## config.mk

```make
export PLATFORM = sky130hd
export DESIGN_NAME = nfcs_ctrl
export DESIGN_NICKNAME = d
export VERILOG_FILES = /design/src/rtl/core/nfcs_pkg.sv /design/src/rtl/core/nfcs_ctrl.sv
export SDC_FILE = /design/constraint.sdc
export NUM_CORES = 1
export LEC_CHECK = 0
export ABC_AREA = 1
export BUFFER_PORTS_ARGS = -buffer_cell sky130_fd_sc_hd__buf_2
export CAP_MARGIN = 20
export CELL_PAD_IN_SITES_DETAIL_PLACEMENT = 0
export CELL_PAD_IN_SITES_GLOBAL_PLACEMENT = 1
export CORE_AREA = 2 2 39 41
export DETAILED_ROUTE_END_ITERATION = 8
export DIE_AREA = 0 0 41 43
export HOLD_SLACK_MARGIN = 0.05
export PLACE_DENSITY = 0.78
export SYNTH_ARGS = -nofsm -noshare
export SYNTH_HDL_FRONTEND = slang
export SYNTH_SLANG_ARGS = --single-unit
```

## constraint.sdc

```tcl
create_clock -name clk -period 1.9 [get_ports clk]
set_input_delay 0.19 -clock clk [delete_from_list [all_inputs] [get_ports clk]]
set_output_delay 0.19 -clock clk [all_outputs]
set_load 0.005 [all_outputs]
```

## src/rtl/core/nfcs_pkg.sv

```systemverilog
// Shared constants, command/status types and cell helpers for the free cell search block.
package nfcs_pkg;

	localparam int GRID_W     = 64;
	localparam int GRID_H     = 64;
	localparam int CELLS      = GRID_W * GRID_H;
	localparam int XW         = $clog2(GRID_W);
	localparam int YW         = $clog2(GRID_H);
	localparam int ADDR_W     = XW + YW;
	localparam int MAX_RADIUS = 4096;
	localparam int COUNT_MAX  = 4096;
	localparam int CNT_W      = 13;
	localparam int TGT_W      = 9;
	localparam int BND_W      = 6;
	// origin within +-256 and bounds below 64 keep every ring radius under 1024
	localparam int RAD_W      = 10;
	localparam int CRD_W      = 12;
	localparam int OP_W       = 2;
	localparam int CFG_IDX_W  = 2;

	localparam logic [OP_W-1:0] OP_CLEAR = 2'd0;
	localparam logic [OP_W-1:0] OP_ADD   = 2'd1;
	localparam logic [OP_W-1:0] OP_SET   = 2'd2;
	localparam logic [OP_W-1:0] OP_FIND  = 2'd3;

	localparam logic [CFG_IDX_W-1:0] REG_MIN_X = 2'd0;
	localparam logic [CFG_IDX_W-1:0] REG_MIN_Y = 2'd1;
	localparam logic [CFG_IDX_W-1:0] REG_MAX_X = 2'd2;
	localparam logic [CFG_IDX_W-1:0] REG_MAX_Y = 2'd3;

	// cell word: {present, occupied}
	localparam logic [1:0] CELL_ABSENT = 2'b00;
	localparam logic [1:0] CELL_FREE   = 2'b10;
	localparam logic [1:0] CELL_OCC    = 2'b11;

	typedef struct packed {
		logic accept;
		logic clr_init;
		logic clr_step;
		logic clr_report;
		logic update;
		logic walk_load;
		logic walk_run;
		logic srch_done;
	} nfcs_cmd_t;

	typedef struct packed {
		logic clr_last;
		logic hit;
		logic walk_end;
	} nfcs_sts_t;

	typedef struct packed {
		logic [ADDR_W-1:0] rd_addr;
		logic              valid;
		logic              ok;
		logic              last;
		logic [XW-1:0]     x;
		logic [YW-1:0]     y;
	} nfcs_cand_t;

	function automatic logic in_grid(input logic signed [CRD_W-1:0] x,
			input logic signed [CRD_W-1:0] y);
		return (x >= 0) && (x < GRID_W) && (y >= 0) && (y < GRID_H);
	endfunction

	// row-major index; grid sides are powers of two so this is a concatenation
	function automatic logic [ADDR_W-1:0] cell_addr(input logic signed [CRD_W-1:0] x,
			input logic signed [CRD_W-1:0] y);
		return {y[YW-1:0], x[XW-1:0]};
	endfunction

endpackage

```

## src/rtl/core/nfcs_ctrl.sv

```systemverilog
// Controller state machine: sequences clear sweeps, cell updates and ring searches.
module nfcs_ctrl (
	input  logic                          clk,
	input  logic                          arst_n,
	input  logic                          start,
	input  logic [nfcs_pkg::OP_W-1:0]     operation,
	input  nfcs_pkg::nfcs_sts_t           sts,
	output logic                          busy,
	output nfcs_pkg::nfcs_cmd_t           cmd
);
	import nfcs_pkg::*;

	localparam logic [2:0] S_CLEAR  = 3'd0;
	localparam logic [2:0] S_IDLE   = 3'd1;
	localparam logic [2:0] S_READ   = 3'd2;
	localparam logic [2:0] S_UPDATE = 3'd3;
	localparam logic [2:0] S_LIMIT  = 3'd4;
	localparam logic [2:0] S_SEARCH = 3'd5;

	logic [2:0] state_q, state_d;
	logic       report_q, report_d;

	always_comb begin
		state_d  = state_q;
		report_d = report_q;
		cmd      = '0;
		busy     = 1'b1;
		case (state_q)
			S_IDLE: begin
				busy = 1'b0;
				if (start) begin
					cmd.accept = 1'b1;
					case (operation)
						OP_CLEAR: begin
							cmd.clr_init = 1'b1;
							report_d     = 1'b1;
							state_d      = S_CLEAR;
						end
						OP_ADD, OP_SET: state_d = S_READ;
						OP_FIND: state_d = S_LIMIT;
						default: state_d = S_IDLE;
					endcase
				end
			end
			S_CLEAR: begin
				cmd.clr_step = 1'b1;
				if (sts.clr_last) begin
					// the pass after reset finishes silently
					cmd.clr_report = report_q;
					report_d       = 1'b0;
					state_d        = S_IDLE;
				end
			end
			S_READ: state_d = S_UPDATE;
			S_UPDATE: begin
				cmd.update = 1'b1;
				state_d    = S_IDLE;
			end
			S_LIMIT: begin
				cmd.walk_load = 1'b1;
				state_d       = S_SEARCH;
			end
			S_SEARCH: begin
				cmd.walk_run = 1'b1;
				if (sts.hit || sts.walk_end) begin
					cmd.srch_done = 1'b1;
					state_d       = S_IDLE;
				end
			end
			default: state_d = S_IDLE;
		endcase
	end

	always_ff @(posedge clk or negedge arst_n) begin
		if (!arst_n) begin
			state_q  <= S_CLEAR;
			report_q <= 1'b0;
		end else begin
			state_q  <= state_d;
			report_q <= report_d;
		end
	end

	a_accept_busy: assert property (@(posedge clk) disable iff (!arst_n)
		(start && !busy) |=> busy)
		else $error("request accepted but controller not busy");

	a_one_finish: assert property (@(posedge clk) disable iff (!arst_n)
		$countones({cmd.clr_report, cmd.update, cmd.srch_done}) <= 1)
		else $error("two results finished in one cycle");

	a_search_after_load: assert property (@(posedge clk) disable iff (!arst_n)
		cmd.walk_load |=> cmd.walk_run)
		else $error("walker loaded but search not running");

endmodule

```

* Word level (Yosys, flattened, before mapping) *
Index checks and enable logic that the tools add are counted.

word-level totals
  input port bits = 8
  register bits = 4
  logic and storage cells = 40
  output and inout port bits = 9

cells by class
  equality and inequality tests = 12
  reductions and logical operators = 7
  muxes and demuxes = 19

operators by type and width
  kind                                                                     number
  3-bit one-hot mux with 5 select lines                                    1
  1-bit two-way mux                                                        9
  3-bit two-way mux                                                        3
  3-bit one-hot mux with 3 select lines                                    1
  2-bit two-way mux                                                        4
  3-bit by 2-bit == test with 1-bit output, second input constant          2
  3-bit == test, second input constant                                     2
  2-bit inequality test, second input constant                             3
  2-bit == test, second input constant                                     2
  4-bit AND reduction                                                      1
  3-bit by 1-bit == test with 1-bit output, second input constant          1
  3-bit logical NOT                                                        1
  3-bit AND reduction                                                      1
  2-bit by 1-bit == test with 1-bit output, second input constant          1
  2-bit logical NOT                                                        1
  2-bit by 1-bit inequality test with 1-bit output, second input constant  1
  1-bit one-hot mux with 2 select lines                                    1
  2-bit nonzero test                                                       1
  2-bit OR reduction                                                       1
  1-bit logical OR                                                         1

* Longest topological paths before layout *
  word-level depth = 5
  gate-level depth with buffers = 7
  mapped depth without buffers = 7

* Worst setup path before layout *
Ideal clock, no wire load.

  path kind = reg2out
  start = register state_q[2]
  end = output port cmd[7] in the netlist's numbering
  data arrival time = 0.844 ns
  slack = 0.866 ns
  buffers on the path = 0
  required time = 1.710 ns
  cell stages (with the launch flop) = 4
  path through = dfrtp_1 > nor3_2 > inv_1 > nor2_1

RTL lines
  what                    line             text
  from (decl)             nfcs_ctrl.sv:20  logic [2:0] state_q, state_d;
  from (signal assigned)  nfcs_ctrl.sv:79  state_q <= state_d;
  to (decl)               nfcs_ctrl.sv:9   output nfcs_pkg::nfcs_cmd_t cmd

==> reports/summary.txt <==
Final HPWL DP: 584 um
DRT Pass-1 Iters: 2
max cap viols: 0
share of layout cells above drive strength 1: 39.4%
CTS tree: done
vias in the first global route: 327
Final ANT Viol Nets: 0
wire per inst: 7.77 um
final hold vios: 0
Die X: 41 um
Final nets: 83
worst skew pair latency: 0.24 ns
Final Skew: 0.00485 ns
GRT overflow: 0
Total GRT Usage: 10.8%
Synth area leaders: dfrtp_1, inv_1, nand2_1, ha_1, nand3_1
max-slew violations: 0
cells along the critical path: nor3_2, inv_1, nor2_1, buf_2
leading cell types in the layout, fill and taps excluded: buf_2, inv_1, nand2_1
post-placement worst setup slack: 0.713 ns
switch share: 44.9%
power per cell area: 1320 nW/um2
area of the multi-input gates: 164 um2
slowest stage cell, crit path: dfrtp_1
drt first-iter violations: 1
DIE AREA: 1760 um2
H-tree depth: 1
Vias: 356
Leak Pwr: 0.000311 uW
GP Congestion: 0.750
Ant. Diodes: 0
Final TNS setup: 0 ns
fill cell count: 165
status: complete, no violations
Layout area overhead: 40.0%
CP peak stage delay: 0.43 ns
Worst-path clk slew: 0.04 ns
Syn Area/Cell: 6.50 um2
TritonCTS Buffers: 3
clock sink total: 4
Seq/Total Area, Yosys: 30.2%
RSZ-0062 raised after global routing: false
Final Cycle Share: 75.2%
Worst path top cell family by delay: flip-flops
Flop pwr share: 26.5%
Critical Setup Path Class: flop to output port
I/O pin cnt: 17
Reg area: 100 um2
die height: 43 um
crit path DAT: 1.24 ns
Yosys top cell area share: 30.2%
CP max FO: 6
antenna violations before repair: 0
Synth Register Bits: 4
effective utilization at floorplan: 24.0%
DRC errors left: 0
Worst Tran Pin Value: 0.230 ns
Tmin final: 1.43 ns
endpoint class of the critical path: output port
Yosys warnings: 0
Total Wirelength: 676 um
commonest non-fill, non-tap cell in the layout: buf_2
fmax: 700 MHz
Longest Clk Path Bufs: 2
Comb power frac: 56.0%
Worst Hold Class: primary input to flop
startpoint types: flop
CTS resizes: 0
Design Power: 614 uW
Worst Path Buf+Inv: 2
Int Power: 338 uW
Net Switching: 276 uW
Worst VDD drop: 0.516 mV
std cell rows: 14
first-pass GRT wire length: 1190 um
Core Box Area: 1380 um2
final worst slack: 0.471 ns
Root Buffer: clkbuf_4
Setup-failing EPs final: 0
critical path required time: 1.71 ns
Synth area leader: dfrtp_1
Gate Count Post-Synth: 51
relative slew slack: 84.6%
clock share of power: 17.5%
largest net degree at the start of global routing: 7
Cell Area, Synth: 332 um2
CTS Hold Bufs: 1
number of setup buffers added after CTS: 0
PortBufs: 16
synth unique cells: 15
Placed Cells: 83
Syn Nets: 61
Vias per Instance: 4.09
final cell count without fillers: 87
layout make-up:
cell class	instances	area share [%]
Sequential cell	4	21.6
Multi-Input combinational cell	29	35.3
Clock buffer	3	4.85
Timing Repair Buffer	17	19.4
Tap cell	16	4.31
Inverter	18	14.6
registers in the layout, indices dropped and copies added (netlist names):
name      cells
report_q      1
state_q       3
routing by layer:
| layer | vias to the layer above | share of wire, % | track usage, % |
|---|---|---|---|
| li1 | 192 | - | - |
| met3 | 3 | 5.2 | 4.71 |
| met4 | 0 | 3.7 | 8.00 |
| met1 | 152 | 43 | 11.7 |
| met2 | 9 | 48 | 15.6 |
| met5 | - | 0 | 0 |
stage by stage:
| step | hold slack [ns] | instance area, um2 | util (%) |
|---|---|---|---|
| 3_5_place_dp | 0.000758 | 432 | 31.2 |
| 6_report | 0.267 | 464 | 33.5 |
| 2_1_floorplan | -0.106 | 332 | - |
| 5_1_grt | 0.265 | 464 | 33.5 |
| 4_1_cts | 0.254 | 464 | 33.5 |
| 3_3_place_gp | -0.000323 | 432 | 31.2 |
cell families after synthesis:
family	after synthesis	synth area share (%)
DFF	4	30.2
adders and majority gates	2	7.55
buffers and inverters	18	20.4
and+or+nand+nor	24	35.5
AOI/OAI and AO/OA	3	6.41
Yosys cell counts:
cell / n
a21oi_1: 1
ha_1: 2
nand3_1: 4
nor2_1: 4
inv_1: 15
dfrtp_1: 4
o21a_1: 1
inv_2: 3
nor2_2: 3
o21ai_2: 1
nor3_2: 1
nand2_1: 7
nor3_1: 3
nand4_1: 1
nand2_2: 1
worst paths after layout:
check                           start          to  slack, ns  depth (start not counted)
max                        state_q[2]      cmd[7]       0.47                          4
max in group asynchronous      arst_n    report_q       1.49                          2
min in group asynchronous      arst_n  state_q[2]       0.28                          2
min                            sts[2]    report_q       0.27                          4
max reg2reg                state_q[1]  state_q[2]       0.81                          5
min reg2reg                  report_q    report_q       0.53                          4
power groups by stage:
stage	combinational, uW	clock, uW	sequential, uW
after floorplan	240	0	159
after global placement	349	0	165
after detailed placement	348	0	165
after CTS	351	114	164
after global routing	397	123	174
final	344	107	163
tightest hold or removal path: cells and delay by family:
family,cells,cell delay [ns]
and+or+nand+nor,2,0.15
buffers and inverters,2,0.11
Power figures use the tool's default switching activity.
