**src/rtl/core/nfcs_pkg.sv**
```systemverilog
// Shared constants, command/status types and cell helpers for the free cell search block.
package nfcs_pkg;

	localparam int GRID_W     = 64;
	localparam int GRID_H     = 64;
	localparam int CELLS      = GRID_W * GRID_H;
	localparam int XW         = $clog2(GRID_W);
	localparam int YW         = $clog2(GRID_H);
	localparam int ADDR_W     = XW + YW;
	localparam int MAX_RADIUS = 4096;
	localparam int COUNT_MAX  = 4096;
	localparam int CNT_W      = 13;
	localparam int TGT_W      = 9;
	localparam int BND_W      = 6;
	// origin within +-256 and bounds below 64 keep every ring radius under 1024
	localparam int RAD_W      = 10;
	localparam int CRD_W      = 12;
	localparam int OP_W       = 2;
	localparam int CFG_IDX_W  = 2;

	localparam logic [OP_W-1:0] OP_CLEAR = 2'd0;
	localparam logic [OP_W-1:0] OP_ADD   = 2'd1;
	localparam logic [OP_W-1:0] OP_SET   = 2'd2;
	localparam logic [OP_W-1:0] OP_FIND  = 2'd3;

	localparam logic [CFG_IDX_W-1:0] REG_MIN_X = 2'd0;
	localparam logic [CFG_IDX_W-1:0] REG_MIN_Y = 2'd1;
	localparam logic [CFG_IDX_W-1:0] REG_MAX_X = 2'd2;
	localparam logic [CFG_IDX_W-1:0] REG_MAX_Y = 2'd3;

	// cell word: {present, occupied}
	localparam logic [1:0] CELL_ABSENT = 2'b00;
	localparam logic [1:0] CELL_FREE   = 2'b10;
	localparam logic [1:0] CELL_OCC    = 2'b11;

	typedef struct packed {
		logic accept;
		logic clr_init;
		logic clr_step;
		logic clr_report;
		logic update;
		logic walk_load;
		logic walk_run;
		logic srch_done;
	} nfcs_cmd_t;

	typedef struct packed {
		logic clr_last;
		logic hit;
		logic walk_end;
	} nfcs_sts_t;

	typedef struct packed {
		logic [ADDR_W-1:0] rd_addr;
		logic              valid;
		logic              ok;
		logic              last;
		logic [XW-1:0]     x;
		logic [YW-1:0]     y;
	} nfcs_cand_t;

	function automatic logic in_grid(input logic signed [CRD_W-1:0] x,
			input logic signed [CRD_W-1:0] y);
		return (x >= 0) && (x < GRID_W) && (y >= 0) && (y < GRID_H);
	endfunction

	// row-major index; grid sides are powers of two so this is a concatenation
	function automatic logic [ADDR_W-1:0] cell_addr(input logic signed [CRD_W-1:0] x,
			input logic signed [CRD_W-1:0] y);
		return {y[YW-1:0], x[XW-1:0]};
	endfunction

endpackage

```
**src/rtl/core/nfcs_ring_walk.sv**
```systemverilog
// Ring walker: origin, then square rings of growing radius, one candidate per cycle.
module nfcs_ring_walk (
	input  logic                                clk,
	input  logic                                arst_n,
	input  nfcs_pkg::nfcs_cmd_t                 cmd,
	input  logic signed [nfcs_pkg::TGT_W-1:0]   tgt_x,
	input  logic signed [nfcs_pkg::TGT_W-1:0]   tgt_y,
	input  logic [nfcs_pkg::BND_W-1:0]          bnd_min_x,
	input  logic [nfcs_pkg::BND_W-1:0]          bnd_min_y,
	input  logic [nfcs_pkg::BND_W-1:0]          bnd_max_x,
	input  logic [nfcs_pkg::BND_W-1:0]          bnd_max_y,
	output nfcs_pkg::nfcs_cand_t                cand
);
	import nfcs_pkg::*;

	localparam int LIM_W = $clog2(MAX_RADIUS + 1);
	localparam logic signed [CRD_W-1:0] CRD_ONE = CRD_W'(1);

	localparam logic [1:0] PH_ORIGIN = 2'd0;
	localparam logic [1:0] PH_TOPBOT = 2'd1;
	localparam logic [1:0] PH_SIDES  = 2'd2;

	logic [1:0]              phase_q;
	logic                    side_q;
	logic                    active_q;
	logic [RAD_W-1:0]        r_q;
	logic [RAD_W-1:0]        limit_q;
	logic signed [CRD_W-1:0] d_q;

	logic signed [CRD_W-1:0] ox, oy, r_s, cx, cy;
	logic [RAD_W-1:0]        dist_x0, dist_x1, dist_y0, dist_y1, dist_x, dist_y, raw_lim;
	logic [RAD_W-1:0]        lim_d;
	logic                    is_last;

	logic                    valid_s1, ok_s1, last_s1;
	logic [XW-1:0]           x_s1;
	logic [YW-1:0]           y_s1;

	function automatic logic [RAD_W-1:0] absdiff(input logic signed [CRD_W-1:0] a,
			input logic [BND_W-1:0] b);
		logic signed [CRD_W-1:0] diff;
		diff = a - $signed(CRD_W'(b));
		return (diff < 0) ? RAD_W'(-diff) : RAD_W'(diff);
	endfunction

	assign ox  = CRD_W'(tgt_x);
	assign oy  = CRD_W'(tgt_y);
	assign r_s = $signed(CRD_W'(r_q));

	// search limit: farthest bound from the origin, capped
	always_comb begin
		dist_x0 = absdiff(ox, bnd_min_x);
		dist_x1 = absdiff(ox, bnd_max_x);
		dist_y0 = absdiff(oy, bnd_min_y);
		dist_y1 = absdiff(oy, bnd_max_y);
		dist_x  = (dist_x0 > dist_x1) ? dist_x0 : dist_x1;
		dist_y  = (dist_y0 > dist_y1) ? dist_y0 : dist_y1;
		raw_lim = (dist_x > dist_y) ? dist_x : dist_y;
		lim_d   = (LIM_W'(raw_lim) > LIM_W'(MAX_RADIUS)) ? RAD_W'(MAX_RADIUS) : raw_lim;
	end

	always_comb begin
		case (phase_q)
			PH_TOPBOT: begin
				cx = ox + d_q;
				cy = side_q ? (oy + r_s) : (oy - r_s);
			end
			PH_SIDES: begin
				cx = side_q ? (ox + r_s) : (ox - r_s);
				cy = oy + d_q;
			end
			default: begin
				cx = ox;
				cy = oy;
			end
		endcase
		is_last = ((phase_q == PH_ORIGIN) && (limit_q == '0)) ||
			((phase_q == PH_SIDES) && side_q && (d_q == r_s - CRD_ONE) && (r_q == limit_q));
	end

	always_ff @(posedge clk or negedge arst_n) begin
		if (!arst_n) begin
			phase_q  <= PH_ORIGIN;
			side_q   <= 1'b0;
			active_q <= 1'b0;
			valid_s1 <= 1'b0;
		end else if (cmd.walk_load) begin
			phase_q  <= PH_ORIGIN;
			side_q   <= 1'b0;
			active_q <= 1'b1;
			valid_s1 <= 1'b0;
		end else begin
			valid_s1 <= cmd.walk_run && active_q;
			if (cmd.walk_run && active_q) begin
				if (is_last)
					active_q <= 1'b0;
				case (phase_q)
					PH_ORIGIN: begin
						phase_q <= PH_TOPBOT;
						side_q  <= 1'b0;
					end
					PH_TOPBOT: begin
						side_q <= !side_q;
						if (side_q && (d_q == r_s))
							phase_q <= PH_SIDES;
					end
					PH_SIDES: begin
						side_q <= !side_q;
						if (side_q && (d_q == r_s - CRD_ONE))
							phase_q <= PH_TOPBOT;
					end
					default: phase_q <= PH_ORIGIN;
				endcase
			end
		end
	end

	// radius and offset; the top/bottom pass covers -r..r, the sides -r+1..r-1
	always_ff @(posedge clk) begin
		if (cmd.walk_load) begin
			limit_q <= lim_d;
			r_q     <= '0;
			d_q     <= '0;
		end else if (cmd.walk_run && active_q) begin
			case (phase_q)
				PH_ORIGIN: begin
					r_q <= RAD_W'(1);
					d_q <= -CRD_W'(1);
				end
				PH_TOPBOT: begin
					if (side_q)
						d_q <= (d_q == r_s) ? (CRD_ONE - r_s) : (d_q + CRD_ONE);
				end
				PH_SIDES: begin
					if (side_q) begin
						if (d_q == r_s - CRD_ONE) begin
							r_q <= r_q + RAD_W'(1);
							d_q <= -(r_s + CRD_ONE);
						end else begin
							d_q <= d_q + CRD_ONE;
						end
					end
				end
				default: d_q <= d_q;
			endcase
		end
	end

	always_ff @(posedge clk) begin
		x_s1    <= cx[XW-1:0];
		y_s1    <= cy[YW-1:0];
		ok_s1   <= in_grid(cx, cy);
		last_s1 <= is_last;
	end

	assign cand.rd_addr = cell_addr(cx, cy);
	assign cand.valid   = valid_s1;
	assign cand.ok      = ok_s1;
	assign cand.last    = last_s1;
	assign cand.x       = x_s1;
	assign cand.y       = y_s1;

	a_load_clears_s1: assert property (@(posedge clk) disable iff (!arst_n)
		cmd.walk_load |=> !valid_s1)
		else $error("stale candidate after walker load");

	a_stop_after_last: assert property (@(posedge clk) disable iff (!arst_n)
		(cmd.walk_run && active_q && is_last && !cmd.walk_load) |=> !active_q)
		else $error("walker kept running past its last position");

	a_radius_bound: assert property (@(posedge clk) disable iff (!arst_n)
		(active_q && !cmd.walk_load) |-> (r_q <= limit_q))
		else $error("ring radius beyond search limit");

endmodule

```
**config.mk**
```make
export PLATFORM = sky130hd
export DESIGN_NAME = nfcs_ring_walk
export DESIGN_NICKNAME = d
export VERILOG_FILES = /design/src/rtl/core/nfcs_pkg.sv /design/src/rtl/core/nfcs_ring_walk.sv
export SDC_FILE = /design/constraint.sdc
export NUM_CORES = 1
export LEC_CHECK = 0
export BUFFER_PORTS_ARGS = -buffer_cell sky130_fd_sc_hd__buf_2
export CAP_MARGIN = 0
export CORE_MARGIN = 2
export CORE_UTILIZATION = 60
export CTS_BUF_LIST = sky130_fd_sc_hd__clkbuf_16
export CTS_CLUSTER_DIAMETER = 120
export DETAILED_ROUTE_END_ITERATION = 6
export PLACE_DENSITY = 0.81
export REMOVE_ABC_BUFFERS = 1
export SLEW_MARGIN = 10
export SYNTH_ARGS = -nofsm -noshare
export SYNTH_HDL_FRONTEND = slang
export SYNTH_SLANG_ARGS = --single-unit
```
**constraint.sdc**
```tcl
create_clock -name clk -period 4.86 [get_ports clk]
set_clock_uncertainty 0.05 [all_clocks]
set_input_delay 0.486 -clock clk [delete_from_list [all_inputs] [get_ports clk]]
set_output_delay 0.486 -clock clk [all_outputs]
set_load 0.02 [all_outputs]
```
After elaboration in Yosys (flattened, before gate mapping)
Cells that the tools add are included.
Cells by class
  order comparisons: 12
  bitwise gates (word level): 0
  add/sub/neg operators: 20
  $mul: 0
  shift operators: 0
  equal/unequal tests: 10
  reduce and logical (&&, ||, !) cells: 25
  mux-type cells: 31
  div/mod/pow operators: 0
Operators with widths (number)
  $mux 10: 9
  $mux 12: 6
  $pmux 12 s2: 2
  $lt 10x1->1 const B: 4
  $neg 10->10: 4
  $sub 9x7->10: 4
  $pmux 12 s3: 1
  $gt 10x10->1: 3
  $add 9x11->12: 2
  $add 9x12->12: 2
  $eq 12x11->1: 2
  $ge 12x1->1 const B: 2
  $lt 12x8->1 const B: 2
  $sub 9x11->12: 2
  $pmux 10 s2: 1
  $gt 10x13->1 const B: 1
  $add 12x2->12 const B: 1
  $neg 11->12: 1
  $add 10x1->11 const B: 1
  $sub 1x10->11 const A: 1
  $sub 10x1->11 const B: 1
  $add 10x1->10 const B: 1
  $eq 10x10->1: 1
  $logic_and 1x1->1: 10
  other kinds (20): 34
Storage, ports and cells
  memories kept: 0
  memory bits (writable): 0
  register bits after elaboration: 51
  ROM bits: 0
  word-level logic and storage cells: 109
  latch bits: 0

Logic depth before layout (Yosys ltp)
  depth after elaboration: 8
  mapped depth: 35

Worst setup path before layout
No wires, ideal clock.
  path kind: input -> register
  start point: in tgt_x[0] (netlist bit)
  end point: reg limit_q[5] (data pin)
  data arrival time: 6.339 ns
  slack: -1.801 ns
  stages: 33
  cell sequence: inv_1 > ha_1 > fa_1 > nand2b_1 > a21oi_2 > xor2_1 > nor4_1 > a21oi_1 > nor2_1 > a21oi_1 > nor2_1 > o21bai_1 > ha_1 > o311ai_0 > a41oi_1 > and4_1 > o21ai_0 > o2111a_1 > a21boi_1 > buf_2 > o21ai_0 > ha_1 > and4_1 > and3_1 > o21ai_0 > nand3b_1 > a21oi_1 > a31oi_1 > inv_1 > nand4_1 > a21bo_2 > nand2_1 > or4b_1
Between the ends
  word-level cells in the longest chain between the ends: 8
RTL lines
  start, declared: RTL line nfcs_ring_walk.sv:6  | input logic signed [nfcs_pkg::TGT_W-1:0] tgt_x,
  $sub 9x7->10: RTL line nfcs_ring_walk.sv:42  | diff = a - $signed(CRD_W'(b));
  $neg 10->10 / $lt 10x1->1 (equally long branches): RTL line nfcs_ring_walk.sv:43  | return (diff < 0) ? RAD_W'(-diff) : RAD_W'(diff);
  $mux 10: RTL line nfcs_ring_walk.sv:43
  $gt 10x10->1: RTL line nfcs_ring_walk.sv:56  | dist_x = (dist_x0 > dist_x1) ? dist_x0 : dist_x1;
  $mux 10 *: RTL line nfcs_ring_walk.sv:56
  $gt 10x10->1: RTL line nfcs_ring_walk.sv:58  | raw_lim = (dist_x > dist_y) ? dist_x : dist_y;
  $mux 10 *: RTL line nfcs_ring_walk.sv:58
  net raw_lim[5]: RTL line nfcs_ring_walk.sv:31  | logic [RAD_W-1:0] dist_x0, dist_x1, dist_y0, dist_y1, dist_x, dist_y, raw_lim;
  $gt 10x13->1: RTL line nfcs_ring_walk.sv:59  | lim_d = (LIM_W'(raw_lim) > LIM_W'(MAX_RADIUS)) ? RAD_W'(MAX_RADIUS) : raw_lim;
  end signal, assigned: RTL line nfcs_ring_walk.sv:121  | limit_q <= lim_d;
  end, declared: RTL line nfcs_ring_walk.sv:27  | logic [RAD_W-1:0] limit_q;
The timed path passes the listed nets; every way through them passes the cells marked *.
A chain may end at the register's enable or synchronous reset.

Worst setup path in the final report
  start point: in tgt_y[0] (netlist bit)
  end point: reg limit_q[5] (data pin)
Between the ends
  word-level cells in the longest chain between the ends: 8
RTL lines
  start, declared: RTL line nfcs_ring_walk.sv:7  | input logic signed [nfcs_pkg::TGT_W-1:0] tgt_y,
  $sub 9x7->10: RTL line nfcs_ring_walk.sv:42
  $neg 10->10 / $lt 10x1->1 (equally long branches): RTL line nfcs_ring_walk.sv:43
  $mux 10: RTL line nfcs_ring_walk.sv:43
  $gt 10x10->1: RTL line nfcs_ring_walk.sv:57  | dist_y = (dist_y0 > dist_y1) ? dist_y0 : dist_y1;
  $mux 10 *: RTL line nfcs_ring_walk.sv:57
  $gt 10x10->1: RTL line nfcs_ring_walk.sv:58
  $mux 10 *: RTL line nfcs_ring_walk.sv:58
  net raw_lim[5]: RTL line nfcs_ring_walk.sv:31
  $gt 10x13->1: RTL line nfcs_ring_walk.sv:59
Marks and branches as above.

==> impl_metrics.json <==
{
  "run_status": "finished with violations",
  "failing_checks": "negative setup slack",
  "combinationalPowerShare_pct": 75.1,
  "tritoncts": "done",
  "routed_wl_um": 28200,
  "detail_route.drc_violations": 0,
  "detailedRoute.firstIterationViolations": 1167,
  "io_buffers": 72,
  "num_rows": 42,
  "avgSynthCellArea_um2": 7.39,
  "synthToLayoutAreaGrowth_pct": 33.5,
  "final-max-slew-violation-count": 0,
  "dpl.hpwl_um": 20700,
  "floorplan_core_area_um2": 13200,
  "power.ir.vdd_worst_v": 0.000235,
  "drt_first_pass_iters": 6,
  "totalPowerFinal_w": 0.00465,
  "report.final.setup_viol": 9,
  "tritoncts_num_sinks": 51,
  "path_buf_inv": 6,
  "post-route-min-period_ns": 6.37,
  "post_route_cells_drive_above_1_share_pct": 30.9,
  "route.detailed.vias_per_inst": 6.16,
  "grt.overflow.total": 0,
  "synthTopCellsByArea": "sky130_fd_sc_hd__ha_1 14%, sky130_fd_sc_hd__dfxtp_1 8.8%, sky130_fd_sc_hd__xnor2_1 6.8%, sky130_fd_sc_hd__a21oi_1 6.3%, sky130_fd_sc_hd__nor2_1 6.0%",
  "number_of_clock_buffers_inserted_by_tritoncts": 5,
  "gp_routability_congestion": 1.00,
  "power.share.switching_pct": 49.0,
  "antennaDiodeCount": 0,
  "placedInstanceArea_um2": 10300,
  "yosys.area.top_type": "sky130_fd_sc_hd__ha_1",
  "path_clk_slew_ns": 0.08,
  "crit_path_max_fanout": 7,
  "maxSlewHeadroom_pct": 42.5,
  "ws_path_type": "input pin to flip-flop",
  "synth-main-ff-cell": "sky130_fd_sc_hd__dfxtp_1",
  "clock.fmax_ghz": 0.157,
  "tightestPinTransition_ns": 0.856,
  "clock_tree.root_cell": "sky130_fd_sc_hd__clkbuf_16",
  "grt_max_degree": 31,
  "setup_tns_ns": -12.85,
  "total_switching_power_w": 0.00228,
  "initial_utilization_pct": 61.5,
  "crit_required_ns": 4.86,
  "synth_seq_cells": 51,
  "timing.final.ws_setup_ns": -1.51,
  "power_density_nw_per_um2": 428,
  "route.antenna.remaining_nets": 0,
  "leakage_power_figure_nw": 5.10,
  "worst_setup_path_start_kind": "input pin",
  "max_cap_viol_count": 0,
  "critPathTopFamily": "compound AO/OA/AOI/OAI gates",
  "vias_in_the_first_global_route": 9194,
  "floorplan.die.height_um": 121,
  "first_pass_grt_wire_length_um": 44700,
  "die-width_um": 121,
  "grt_setup_unrepaired": "true",
  "avgRoutedWirePerCell_um": 18.0,
  "finalHoldViolations": 0,
  "clock_tree.buffer_depth": 2,
  "grt_usage_pct": 37.8,
  "finish.utilization_pct": 82.1,
  "clock_power_share_pct": 8.2,
  "timing.critical_path.to_type": "flip-flop",
  "io_pins": 79,
  "worstHoldPathType": "input pin to flip-flop",
  "worstSkewPairLatency_ns": 0.31,
  "route.vias.total": 9635,
  "ys_seq_area_share_pct": 14.1,
  "synth_area_um2": 8150,
  "synth_async_sr_flop_share_pct": 9.80,
  "ys.warnings.count": 0,
  "synth.top_cell.area_share_pct": 13.5,
  "critical_path.max_stage_delay_ns": 0.53,
  "synth-edff-count": 10,
  "die-area_um2": 14500,
  "antenna_found_initial": 0,
  "final_min_period_over_clock_period_pct": 131,
  "synth.lib_cells_used.distinct": 98,
  "internal_power_w": 0.00237,
  "seqPwrFrac_pct": 16.7,
  "h-tree-depth": 2,
  "worst-endpoint-arrival_ns": 6.36,
  "fin_nets": 1532,
  "cpMaxStageDelayCell": "sky130_fd_sc_hd__or4b_4",
  "finish.instance_area_um2": 10900,
  "post_synth_inst_count": 1103
}
==> repair_timing <==
item	CTS	global route
buffers inserted	12	4
hold endpoints to repair	5	0
pin swaps	48	10
setup endpoints to repair	9	9
hold buffers	1	0
gates cloned	1	0
resized for setup	68	14
==> sequential cells by signal, summed over array words and instances (netlist names) <==
register,count
active_q,1
d_q,12
last_s1,1
limit_q,10
ok_s1,1
phase_q,2
r_q,10
side_q,1
valid_s1,1
x_s1,6
y_s1,6
==> final cells by class <==
| type | count | area, um^2 |
|---|---|---|
| clock buffer | 5 | 125 |
| clock inverter | 3 | 28.8 |
| fill | 846 | 2370 |
| inverter | 76 | 290 |
| multi-input combinational | 933 | 6820 |
| sequential | 51 | 1150 |
| tap | 176 | 220 |
| timing repair buffer | 319 | 2250 |
==> worst reg2reg max path: cells and delay by family (launching register included) <==
| family | cells | cell delay (ns) |
|---|---|---|
| DFF | 1 | 0.57 |
| and+or+nand+nor | 4 | 0.47 |
| AOI/OAI and AO/OA | 6 | 1.63 |
| xor gates and xnor gates | 3 | 0.55 |
| adders and majority gates | 2 | 0.60 |
| buffers and inverters | 1 | 0.20 |
==> Yosys cell counts, types with 4 or more instances <==
master / count
sky130_fd_sc_hd__a21oi_2: 5
sky130_fd_sc_hd__nor4b_1: 4
sky130_fd_sc_hd__o21a_1: 7
sky130_fd_sc_hd__dfxtp_1: 36
sky130_fd_sc_hd__buf_2: 10
sky130_fd_sc_hd__clkbuf_1: 30
sky130_fd_sc_hd__mux2i_1: 21
sky130_fd_sc_hd__o31ai_1: 4
sky130_fd_sc_hd__o22a_1: 6
sky130_fd_sc_hd__nor3b_1: 4
sky130_fd_sc_hd__nand2_1: 81
sky130_fd_sc_hd__nor3_1: 28
sky130_fd_sc_hd__edfxtp_1: 10
sky130_fd_sc_hd__nor2_1: 131
sky130_fd_sc_hd__o21ai_1: 6
sky130_fd_sc_hd__ha_1: 88
sky130_fd_sc_hd__nand4_1: 15
sky130_fd_sc_hd__fa_1: 6
sky130_fd_sc_hd__nor2b_1: 14
sky130_fd_sc_hd__o21bai_1: 6
sky130_fd_sc_hd__a21boi_0: 7
sky130_fd_sc_hd__or3_1: 10
sky130_fd_sc_hd__and3_1: 8
sky130_fd_sc_hd__a31oi_1: 12
sky130_fd_sc_hd__a21o_1: 17
sky130_fd_sc_hd__o21ai_0: 54
sky130_fd_sc_hd__buf_1: 5
sky130_fd_sc_hd__dfrtp_1: 5
sky130_fd_sc_hd__inv_1: 76
sky130_fd_sc_hd__mux2_2: 18
sky130_fd_sc_hd__nand3_1: 28
sky130_fd_sc_hd__nand2b_1: 20
sky130_fd_sc_hd__nor4_1: 10
sky130_fd_sc_hd__o22ai_1: 6
sky130_fd_sc_hd__xnor2_1: 63
sky130_fd_sc_hd__a211oi_1: 19
sky130_fd_sc_hd__a21oi_1: 102
sky130_fd_sc_hd__xor2_1: 33
sky130_fd_sc_hd__o211ai_1: 7
==> metrics by stage <==
stage / hold WS [ns] / instances / setup WS [ns]
after floorplan: 0.140 / 1060 / -2.43
after global placement: 0.251 / 1537 / -1.62
after detailed placement: 0.256 / 1537 / -1.95
after CTS: 0.427 / 1559 / -1.03
after global routing: 0.452 / 1563 / -1.72
final: 0.428 / 1563 / -1.51
==> layout by cell type (no fill, tap or decap), types with 18 or more instances in the layout <==
cell type,instances
sky130_fd_sc_hd__nand3_1,26
sky130_fd_sc_hd__ha_1,87
sky130_fd_sc_hd__inv_1,73
sky130_fd_sc_hd__o21ai_0,47
sky130_fd_sc_hd__mux2_2,18
sky130_fd_sc_hd__nand2_1,78
sky130_fd_sc_hd__nand2b_1,20
sky130_fd_sc_hd__nor2_1,129
sky130_fd_sc_hd__mux2i_1,20
sky130_fd_sc_hd__dfxtp_1,36
sky130_fd_sc_hd__buf_4,241
sky130_fd_sc_hd__xor2_1,30
sky130_fd_sc_hd__a21oi_1,94
sky130_fd_sc_hd__nor3_1,23
sky130_fd_sc_hd__xnor2_1,62
sky130_fd_sc_hd__buf_2,71
==> kinds of logic (layout without fill, tap and decap cells) <==
| family | after synthesis | in the layout | synth area share, % |
|---|---|---|---|
| buf+inv | 124 | 403 | 6.01 |
| xor+xnor | 99 | 99 | 11.1 |
| fa+ha+maj | 94 | 94 | 15.0 |
| other cells | 2 | 7 | 0.0922 |
| mux | 41 | 41 | 5.38 |
| compound gates | 311 | 311 | 25.3 |
| simple gates | 381 | 381 | 23.1 |
| flops | 51 | 51 | 14.1 |
==> metal layers <==
layer | GRT usage (%) | wire length, um | vias up
li1 | - | - | 4530
met4 | 19.1 | 1540 | 0
met2 | 64.5 | 13500 | 490
met3 | 5.00 | 2010 | 121
met1 | 46.6 | 11100 | 4494
met5 | 0 | 0 | -
==> worst paths after layout <==
path / from / end / slack (ns) / depth (start not counted)
max: tgt_y[0] / limit_q[5]$_DFFE_PP_ / -1.51 / 31
min: cmd[1] / active_q$_DFFE_PN0P_ / 0.43 / 3
max reg2reg: r_q[2]$_SDFFE_PP0P_ / ok_s1$_DFF_P_ / 0.70 / 16
min reg2reg: active_q$_DFFE_PN0P_ / active_q$_DFFE_PN0P_ / 0.48 / 1
max in group asynchronous: arst_n / active_q$_DFFE_PN0P_ / 4.16 / 2
min in group asynchronous: arst_n / phase_q[1]$_DFFE_PN0P_ / 0.47 / 2
==> power groups by stage <==
stage / Sequential [W] / Combinational [W] / Clock (W)
after floorplan: 0.000789 / 0.00201 / 0
after global placement: 0.000767 / 0.00306 / 0
after detailed placement: 0.000773 / 0.00313 / 0
after CTS: 0.000766 / 0.00330 / 0.000384
after global routing: 0.000786 / 0.00378 / 0.000397
final: 0.000775 / 0.00349 / 0.000383
Power figures use the tool's default switching activity.
